==> config.mk <==
export PLATFORM = sky130hd
export DESIGN_NAME = refcounted_key_slot_allocator
export DESIGN_NICKNAME = d
export VERILOG_FILES = /design/src/rtl/core/rksa_pkg.sv /design/src/rtl/core/rksa_datapath.sv /design/src/rtl/core/rksa_ctrl.sv /design/src/rtl/core/refcounted_key_slot_allocator.sv
export SDC_FILE = /design/constraint.sdc
export NUM_CORES = 2
export LEC_CHECK = 0
export BUFFER_PORTS_ARGS = -buffer_cell sky130_fd_sc_hd__buf_2
export CAP_MARGIN = 25
export CORE_ASPECT_RATIO = 0.8
export CORE_UTILIZATION = 50
export CTS_CLUSTER_DIAMETER = 150
export DETAILED_ROUTE_END_ITERATION = 12
export GPL_TIMING_DRIVEN = 0
export PLACE_DENSITY = 0.76
export RECOVER_POWER = 25
export SYNTH_ARGS = -nofsm -noshare
export SYNTH_HDL_FRONTEND = slang
export SYNTH_SLANG_ARGS = --single-unit
==> constraint.sdc <==
create_clock -name clk -period 5.8 [get_ports clk]
set_clock_uncertainty 0.1 [all_clocks]
set_input_delay 0.87 -clock clk [delete_from_list [all_inputs] [get_ports clk]]
set_output_delay 0.87 -clock clk [all_outputs]
set_load 0.02 [all_outputs]
==> src/rtl/core/rksa_pkg.sv <==
package rksa_pkg;

	// Sizes fixed by the request and result formats
	localparam int SLOT_COUNT_DEF = 64;
	localparam int KEY_W          = 31;
	localparam int REFS_W         = 16;
	localparam int SLOT_W         = 6;

	localparam logic [REFS_W-1:0] REFS_MAX = '1;

	// Request codes; every other code acts as a lookup
	localparam logic [1:0] REQ_ACQUIRE = 2'd1;
	localparam logic [1:0] REQ_RELEASE = 2'd2;

	// Result status codes
	localparam logic [1:0] STATUS_OK     = 2'd0;
	localparam logic [1:0] STATUS_FULL   = 2'd1;
	localparam logic [1:0] STATUS_ABSENT = 2'd2;

	typedef struct packed {
		logic [1:0]       req_type;
		logic [KEY_W-1:0] owner_key;
	} req_t;

	typedef struct packed {
		logic [1:0]        status;
		logic [SLOT_W-1:0] slot_index;
		logic [REFS_W-1:0] ref_count;
		logic              slot_freed;
	} rsp_t;

	typedef enum logic [2:0] {
		S_IDLE,
		S_SCAN,
		S_REFS,
		S_UPDATE,
		S_POP,
		S_ALLOC_POP,
		S_ALLOC_NEW,
		S_FAIL
	} ctl_state_t;

	// What the result register is loaded with, and which table writes go with it
	typedef enum logic [2:0] {
		RES_UPDATE,
		RES_ALLOC_POP,
		RES_ALLOC_NEW,
		RES_FULL,
		RES_ABSENT
	} res_kind_t;

	typedef struct packed {
		logic      cap;
		logic      scan_clr;
		logic      scan_en;
		logic      refs_rd;
		logic      pop_rd;
		logic      res_load;
		res_kind_t res_kind;
	} ctl_cmd_t;

	typedef struct packed {
		logic       scan_done;
		logic       hit;
		logic       stack_empty;
		logic       table_full;
		logic       out_free;
		logic [1:0] req_type;
	} ctl_sts_t;

endpackage

==> src/rtl/core/rksa_datapath.sv <==
module rksa_datapath import rksa_pkg::*; #(
	parameter int SLOT_COUNT = SLOT_COUNT_DEF
) (
	input  logic     clk,
	input  logic     arst_n,
	input  req_t     req,
	input  ctl_cmd_t cmd,
	output ctl_sts_t sts,
	output logic     rsp_valid,
	input  logic     rsp_stall,
	output rsp_t     rsp
);

	localparam int IW = $clog2(SLOT_COUNT);
	localparam int CW = $clog2(SLOT_COUNT + 1);

	typedef struct packed {
		logic             valid;
		logic [KEY_W-1:0] key;
	} key_ent_t;

	// Slot tables, one write and one read port each
	key_ent_t          key_mem   [SLOT_COUNT];
	logic [REFS_W-1:0] refs_mem  [SLOT_COUNT];
	logic [IW-1:0]     stack_mem [SLOT_COUNT];

	logic [1:0]        req_type_q;
	logic [KEY_W-1:0]  key_q;
	logic [CW-1:0]     scan_cnt_q;
	logic              rd_pend_s1;
	logic [IW-1:0]     rd_idx_s1;
	key_ent_t          key_rd_s1;
	logic              hit_q;
	logic [IW-1:0]     slot_q;
	logic [REFS_W-1:0] refs_rd_q;
	logic [IW-1:0]     stack_rd_q;
	logic [CW-1:0]     free_top_q;
	logic [CW-1:0]     next_unused_q;
	logic              rsp_valid_q;
	rsp_t              rsp_q;

	logic              match_now;
	logic              scan_issue;
	logic              is_acq;
	logic              is_rel;
	logic [REFS_W-1:0] refs_new;
	logic              refs_freed;
	logic              do_update;
	logic              do_alloc;
	logic [IW-1:0]     alloc_slot;
	logic [CW-1:0]     free_top_dec;
	logic              key_we;
	logic [IW-1:0]     wr_addr;
	key_ent_t          key_wr;
	logic              refs_we;
	logic [REFS_W-1:0] refs_wr;
	logic              push_we;
	logic              out_free;
	rsp_t              rsp_d;

	// Key scan: one entry read per cycle, compared the cycle after
	assign match_now  = rd_pend_s1 && key_rd_s1.valid && (key_rd_s1.key == key_q);
	assign scan_issue = cmd.scan_en && !hit_q && !match_now && (scan_cnt_q != next_unused_q);

	// Count update for a mapped key
	always_comb begin
		is_acq     = (req_type_q == REQ_ACQUIRE);
		is_rel     = (req_type_q == REQ_RELEASE);
		refs_new   = refs_rd_q;
		refs_freed = 1'b0;
		if (is_acq) begin
			if (refs_rd_q != REFS_MAX) begin
				refs_new = refs_rd_q + REFS_W'(1);
			end
		end else if (is_rel && refs_rd_q != '0) begin
			refs_new   = refs_rd_q - REFS_W'(1);
			refs_freed = (refs_rd_q == REFS_W'(1));
		end
	end

	assign do_update    = cmd.res_load && (cmd.res_kind == RES_UPDATE);
	assign do_alloc     = cmd.res_load &&
	                      (cmd.res_kind == RES_ALLOC_POP || cmd.res_kind == RES_ALLOC_NEW);
	assign alloc_slot   = (cmd.res_kind == RES_ALLOC_POP) ? stack_rd_q : next_unused_q[IW-1:0];
	assign free_top_dec = free_top_q - CW'(1);

	// Table write ports
	always_comb begin
		key_we       = do_alloc || (do_update && refs_freed);
		wr_addr      = do_alloc ? alloc_slot : slot_q;
		key_wr.valid = do_alloc;
		key_wr.key   = key_q;
		refs_we      = do_alloc || (do_update && (is_acq || is_rel));
		refs_wr      = do_alloc ? REFS_W'(1) : refs_new;
		push_we      = do_update && refs_freed && (free_top_q != CW'(SLOT_COUNT));
	end

	always_ff @(posedge clk) begin
		if (key_we) begin
			key_mem[wr_addr] <= key_wr;
		end
		if (scan_issue) begin
			key_rd_s1 <= key_mem[scan_cnt_q[IW-1:0]];
			rd_idx_s1 <= scan_cnt_q[IW-1:0];
		end
	end

	always_ff @(posedge clk) begin
		if (refs_we) begin
			refs_mem[wr_addr] <= refs_wr;
		end
		if (cmd.refs_rd) begin
			refs_rd_q <= refs_mem[slot_q];
		end
	end

	always_ff @(posedge clk) begin
		if (push_we) begin
			stack_mem[free_top_q[IW-1:0]] <= slot_q;
		end
		if (cmd.pop_rd) begin
			stack_rd_q <= stack_mem[free_top_dec[IW-1:0]];
		end
	end

	// Request capture, matched slot and result payload
	always_ff @(posedge clk) begin
		if (cmd.cap) begin
			req_type_q <= req.req_type;
			key_q      <= req.owner_key;
		end
		if (match_now) begin
			slot_q <= rd_idx_s1;
		end
		if (cmd.res_load) begin
			rsp_q <= rsp_d;
		end
	end

	// Control registers
	always_ff @(posedge clk or negedge arst_n) begin
		if (!arst_n) begin
			scan_cnt_q    <= '0;
			rd_pend_s1    <= 1'b0;
			hit_q         <= 1'b0;
			free_top_q    <= '0;
			next_unused_q <= '0;
			rsp_valid_q   <= 1'b0;
		end else begin
			if (cmd.scan_clr) begin
				scan_cnt_q <= '0;
				rd_pend_s1 <= 1'b0;
				hit_q      <= 1'b0;
			end else begin
				rd_pend_s1 <= scan_issue;
				if (scan_issue) begin
					scan_cnt_q <= scan_cnt_q + CW'(1);
				end
				if (match_now) begin
					hit_q <= 1'b1;
				end
			end
			if (cmd.pop_rd) begin
				free_top_q <= free_top_dec;
			end else if (push_we) begin
				free_top_q <= free_top_q + CW'(1);
			end
			if (cmd.res_load && cmd.res_kind == RES_ALLOC_NEW) begin
				next_unused_q <= next_unused_q + CW'(1);
			end
			if (cmd.res_load) begin
				rsp_valid_q <= 1'b1;
			end else if (!rsp_stall) begin
				rsp_valid_q <= 1'b0;
			end
		end
	end

	// Result formatting
	always_comb begin
		rsp_d.status     = STATUS_ABSENT;
		rsp_d.slot_index = '0;
		rsp_d.ref_count  = '0;
		rsp_d.slot_freed = 1'b0;
		case (cmd.res_kind)
			RES_UPDATE: begin
				rsp_d.status     = STATUS_OK;
				rsp_d.slot_index = SLOT_W'(slot_q);
				rsp_d.ref_count  = refs_new;
				rsp_d.slot_freed = refs_freed;
			end
			RES_ALLOC_POP, RES_ALLOC_NEW: begin
				rsp_d.status     = STATUS_OK;
				rsp_d.slot_index = SLOT_W'(alloc_slot);
				rsp_d.ref_count  = REFS_W'(1);
			end
			RES_FULL: begin
				rsp_d.status = STATUS_FULL;
			end
			default: begin
				rsp_d.status = STATUS_ABSENT;
			end
		endcase
	end

	assign out_free = !rsp_valid_q || !rsp_stall;

	always_comb begin
		sts.scan_done   = hit_q || (!rd_pend_s1 && (scan_cnt_q == next_unused_q));
		sts.hit         = hit_q;
		sts.stack_empty = (free_top_q == '0);
		sts.table_full  = (next_unused_q == CW'(SLOT_COUNT));
		sts.out_free    = out_free;
		sts.req_type    = req_type_q;
	end

	assign rsp_valid = rsp_valid_q;
	assign rsp       = rsp_q;

endmodule

==> src/rtl/core/rksa_ctrl.sv <==
module rksa_ctrl import rksa_pkg::*; (
	input  logic     clk,
	input  logic     arst_n,
	input  logic     req_valid,
	output logic     req_stall,
	input  ctl_sts_t sts,
	output ctl_cmd_t cmd
);

	ctl_state_t state_q;
	ctl_state_t state_d;
	logic       acc;

	always_ff @(posedge clk or negedge arst_n) begin
		if (!arst_n) begin
			state_q <= S_IDLE;
		end else begin
			state_q <= state_d;
		end
	end

	// Next state
	always_comb begin
		state_d = state_q;
		case (state_q)
			S_IDLE: begin
				if (req_valid) begin
					state_d = S_SCAN;
				end
			end
			S_SCAN: begin
				if (sts.scan_done) begin
					if (sts.hit) begin
						state_d = S_REFS;
					end else if (sts.req_type == REQ_ACQUIRE) begin
						if (!sts.stack_empty) begin
							state_d = S_POP;
						end else if (!sts.table_full) begin
							state_d = S_ALLOC_NEW;
						end else begin
							state_d = S_FAIL;
						end
					end else begin
						state_d = S_FAIL;
					end
				end
			end
			S_REFS: state_d = S_UPDATE;
			S_POP:  state_d = S_ALLOC_POP;
			S_UPDATE, S_ALLOC_POP, S_ALLOC_NEW, S_FAIL: begin
				if (sts.out_free) begin
					state_d = S_IDLE;
				end
			end
			default: state_d = S_IDLE;
		endcase
	end

	assign acc = (state_q == S_IDLE) && req_valid;

	// Commands to the datapath
	always_comb begin
		req_stall    = 1'b1;
		cmd.cap      = 1'b0;
		cmd.scan_clr = 1'b0;
		cmd.scan_en  = 1'b0;
		cmd.refs_rd  = 1'b0;
		cmd.pop_rd   = 1'b0;
		cmd.res_load = 1'b0;
		cmd.res_kind = RES_ABSENT;
		case (state_q)
			S_IDLE: begin
				req_stall    = 1'b0;
				cmd.cap      = acc;
				cmd.scan_clr = acc;
			end
			S_SCAN: cmd.scan_en = 1'b1;
			S_REFS: cmd.refs_rd = 1'b1;
			S_POP:  cmd.pop_rd  = 1'b1;
			S_UPDATE: begin
				cmd.res_load = sts.out_free;
				cmd.res_kind = RES_UPDATE;
			end
			S_ALLOC_POP: begin
				cmd.res_load = sts.out_free;
				cmd.res_kind = RES_ALLOC_POP;
			end
			S_ALLOC_NEW: begin
				cmd.res_load = sts.out_free;
				cmd.res_kind = RES_ALLOC_NEW;
			end
			S_FAIL: begin
				cmd.res_load = sts.out_free;
				cmd.res_kind = (sts.req_type == REQ_ACQUIRE) ? RES_FULL : RES_ABSENT;
			end
			default: begin
				req_stall = 1'b1;
			end
		endcase
	end

endmodule

==> src/rtl/core/refcounted_key_slot_allocator.sv <==
// Reference-counted key slot allocator. Maps 31-bit owner keys onto
// SLOT_COUNT slots with a 16-bit saturating count each. Lookup returns the
// key's slot and count; acquire maps the key if needed (freed slots first,
// most recently freed on top, then slots never used, else status full) and
// counts up; release counts down and, at zero, unmaps the key and returns
// the slot to the free list. One request is worked at a time. The search
// covers the slots handed out since reset (at most SLOT_COUNT) and stops
// at a hit; an acquire that reuses a freed slot adds a read of the free
// stack. Keys sit in a memory that is searched one entry per cycle,
// followed by a count read on a hit and a write-back step. The write-back
// also waits while an earlier result is held by rsp_stall. The result sits
// in an output register, so the next request is taken while a result
// waits on rsp_stall. No initialization pass after reset.
module refcounted_key_slot_allocator import rksa_pkg::*; #(
	parameter int SLOT_COUNT = SLOT_COUNT_DEF
) (
	input  logic clk,
	input  logic arst_n,
	input  logic req_valid,
	output logic req_stall,
	input  req_t req,
	output logic rsp_valid,
	input  logic rsp_stall,
	output rsp_t rsp
);

	ctl_cmd_t cmd;
	ctl_sts_t sts;

	rksa_ctrl u_ctrl (
		.clk       (clk),
		.arst_n    (arst_n),
		.req_valid (req_valid),
		.req_stall (req_stall),
		.sts       (sts),
		.cmd       (cmd)
	);

	rksa_datapath #(
		.SLOT_COUNT (SLOT_COUNT)
	) u_datapath (
		.clk       (clk),
		.arst_n    (arst_n),
		.req       (req),
		.cmd       (cmd),
		.sts       (sts),
		.rsp_valid (rsp_valid),
		.rsp_stall (rsp_stall),
		.rsp       (rsp)
	);

endmodule

==> out/metrics.cfg <==
[critical_path]
crit_family = buffers and inverters
required_ns = 6.21
crit_buf_inv = 6
max_stage_delay_ns = 0.93
slowest_stage = edfxtp_1
cp-startpoint = u_datapath.slot_q[0]
timing.critical_path.to_type = flop
cp-start-kind = flop
path_cells = buf_4 > buf_4 > buf_2 > buf_2 > nand2b_1 > o21ai_0 > nand2_1 > buf_16 > nor2_4 > buf_16
arrival_ns = 6.06
critPathKind = reg -> reg
critPathMaxFanout = 20
crit_cells = 10
timing.rr.start = u_datapath.slot_q[0]
reg2regPathDepth = 10

[timing]
rsz0062_at_grt = no
hold_violations = 0
fin_crit_sh_pct = 97.3
setup_viol = 0
worst_pin_slew_ns = 1.88
slew-limit-headroom_pct = -25.3
timing.setup.tns_ns = 0
slew_viol_final = 623
fmax_ghz = 0.177
min_period_ns = 5.64

[routing]
remaining_drc_errors = 0
vias = 73300
drt-initial-drc-count = 12700
wl_per_cell_um = 34.2
route.antenna.remaining_nets = 0
routed_wl_um = 381000
drtPass1Iterations = 6
via_per_inst = 6.59

[clocking]
clockRootBuffer = clkbuf_16
clkTransAtPathRegs_ns = 0.06
cts_tree = yes
clock_latency_ns = 0.92
clock_path_buffers = 4
post_cts_resized = 0
cts_inserted_buffers = 341
cts.sinks = 3607
h-tree-depth = 5

[synthesis]
synth.avg_cell_area_um2 = 21.5
synthTopCellsByCount = edfxtp_1, mux4_2, mux2i_1
yosysTopAreaCell = edfxtp_1
synth_adder_area_share_pct = 0.0894
synth_most_common_cell = edfxtp_1
ys_seq_elements = 3607
synth_enable_flop_cells = 3580
synth-compound-area-share_pct = 2.56
synthTopCellsByArea = edfxtp_1, mux4_2, mux2i_1
synth_ff_type = edfxtp_1
ys_seq_area_share_pct = 77.3
synth-simple-area-share_pct = 2.09
synth_top_family_by_area = multiplexers
synth-async-reset-ratio_pct = 0.749
synth.top_cell.area_share_pct = 76.8
ys_types = 65
synth_area_um2 = 140000
synthMuxAreaShare_pct = 16.3
yosysWarnings = 0
mappedNetlistNets = 6553
syn_inst = 6506
synth-xor-area-share_pct = 0.468

[floorplanning]
io_pins = 64
core_region_area_um2 = 278000
start_util_pct = 50.3
die_x_um = 593
core.rowCount = 173
die_height_um = 475
die_area_um2 = 282000

[min_path]
min_path_cells = 1
hold_path_class = in -> reg
worstHoldStart = req[2]

[cells_and_area]
fill_cells = 19000
instances_no_fill = 11100
area.growth.synth_to_final_pct = 14.8
nets = 7238
regArea_um2 = 108000
multiInputGateArea_um2 = 30800
drive_gt1_share_pct = 25.4

[grt]
grt-ovfl-total = 0
grt_max_degree = 57
grt_pass1_wl_um = 533000
grt_usage_pct = 26.7
grt_pass1_vias = 71500
antenna_found_initial = 14

[place]
port_buffers = 63
routabilityCongestion = 1.01
post-place-cells = 10500
dp_hpwl_um = 252000

[run_status]
violations = max-capacitance violations, max-slew violations
outcome = finished with violations

[power]
irDropWorstVdd_uv = 304
powerDensity_nw_per_um2 = 447
p_leak_nw = 50.2

[run]
cap_violations = 24

layout by cell type, fill, tap and decap left out, drive strengths merged, types with 27 or more instances in the layout:
master,netlist,layout
a22oi,62,62
a21oi,84,84
nand2,107,107
o22ai,78,78
dfrtp,27,27
buf,180,434
edfxtp,3580,3580
mux2,78,78
inv,17,29
clkinv,3,151
nand3,84,84
o211ai,46,46
mux4,795,795
nor2b,41,41
o21ai,67,67
a221oi,63,63
nand4,31,31
a211oi,36,36
nor2,287,287
mux2i,397,397
clkbuf,195,695
xnor2,55,55
flip-flops by register name, summed over array words and instances (netlist names), 7 cells and up:
name	cells
u_datapath.key_rd_s1	32
u_datapath.scan_cnt_q	7
u_datapath.next_unused_q	7
u_datapath.refs_mem	1024
u_datapath.free_top_q	7
u_datapath.key_mem	2048
u_datapath.stack_mem	384
u_datapath.rsp	25
u_datapath.refs_rd_q	16
u_datapath.key_q	31
area by class of cell:
cell class,count,area share [%]
Sequential cell,3607,67.4
Clock buffer,423,5.65
Buffer,375,1.03
Inverter,20,0.0467
Timing Repair Buffer,342,2.95
Antenna cell,5,0.00779
Tap cell,3675,2.86
Multi-Input combinational cell,2504,19.2
Clock inverter,184,0.904
logic make-up after synthesis:
group,count (synthesis)
flops,3607
mux,1270
simple gates,633
compound gates,518
buf+inv,395
xor+xnor,73
fa+ha+maj,10
per-layer routing:
| layer | global-route usage, % | share of wire (%) |
|---|---|---|
| met5 | 0 | 0.026 |
| met2 | 39.4 | 44 |
| met3 | 8.31 | 15 |
| met4 | 9.95 | 4.4 |
| met1 | 37.7 | 37 |
metrics by stage:
| step | worst slack (ns) | utilization [%] | power [mW] | hold slack, ns | cell area [um^2] |
|---|---|---|---|---|---|
| 3_5_place_dp | 0.0240 | 54.4 | 50.1 | 0.305 | 151000 |
| 2_1_floorplan | 1.23 | - | 42.5 | 0.300 | 140000 |
| 3_3_place_gp | -3.75 | 52.1 | 49.0 | 0.302 | 145000 |
| 5_1_grt | 0.0852 | 57.7 | 73.4 | 0.0249 | 161000 |
| 4_1_cts | 0.251 | 58.2 | 71.6 | 0.0117 | 162000 |
| 6_report | 0.156 | 57.7 | 71.8 | 0.0401 | 161000 |
final timing paths:
path / to / slack (ns)
max: u_datapath.key_mem[11][11] / 0.16
min: u_datapath.key_q[2] / 0.04
max reg2reg: u_datapath.key_mem[11][11] / 0.16
min reg2reg: u_datapath.slot_q[4] / 0.32
max in group asynchronous: u_datapath.free_top_q[3] / 3.39
min in group asynchronous: u_datapath.scan_cnt_q[0] / 1.10
timing repair:
item                                   CTS  global route
setup endpoints to repair               28             9
endpoints found under the hold margin   37             0
buffers inserted                         1             4
hold buffers                            11             0
pin swaps                                0             1
power breakdown:
| part | switching, mW | leakage (nW) | total (mW) | internal [mW] |
|---|---|---|---|---|
| Sequential | 0.452 | 32.6 | 31.1 | 30.6 |
| Clock | 9.67 | 5.17 | 21.6 | 12.0 |
| Combinational | 12.3 | 12.5 | 19.1 | 6.75 |
| Total | 22.4 | 50.2 | 71.8 | 49.3 |
(Power assumes the default switching activity.)
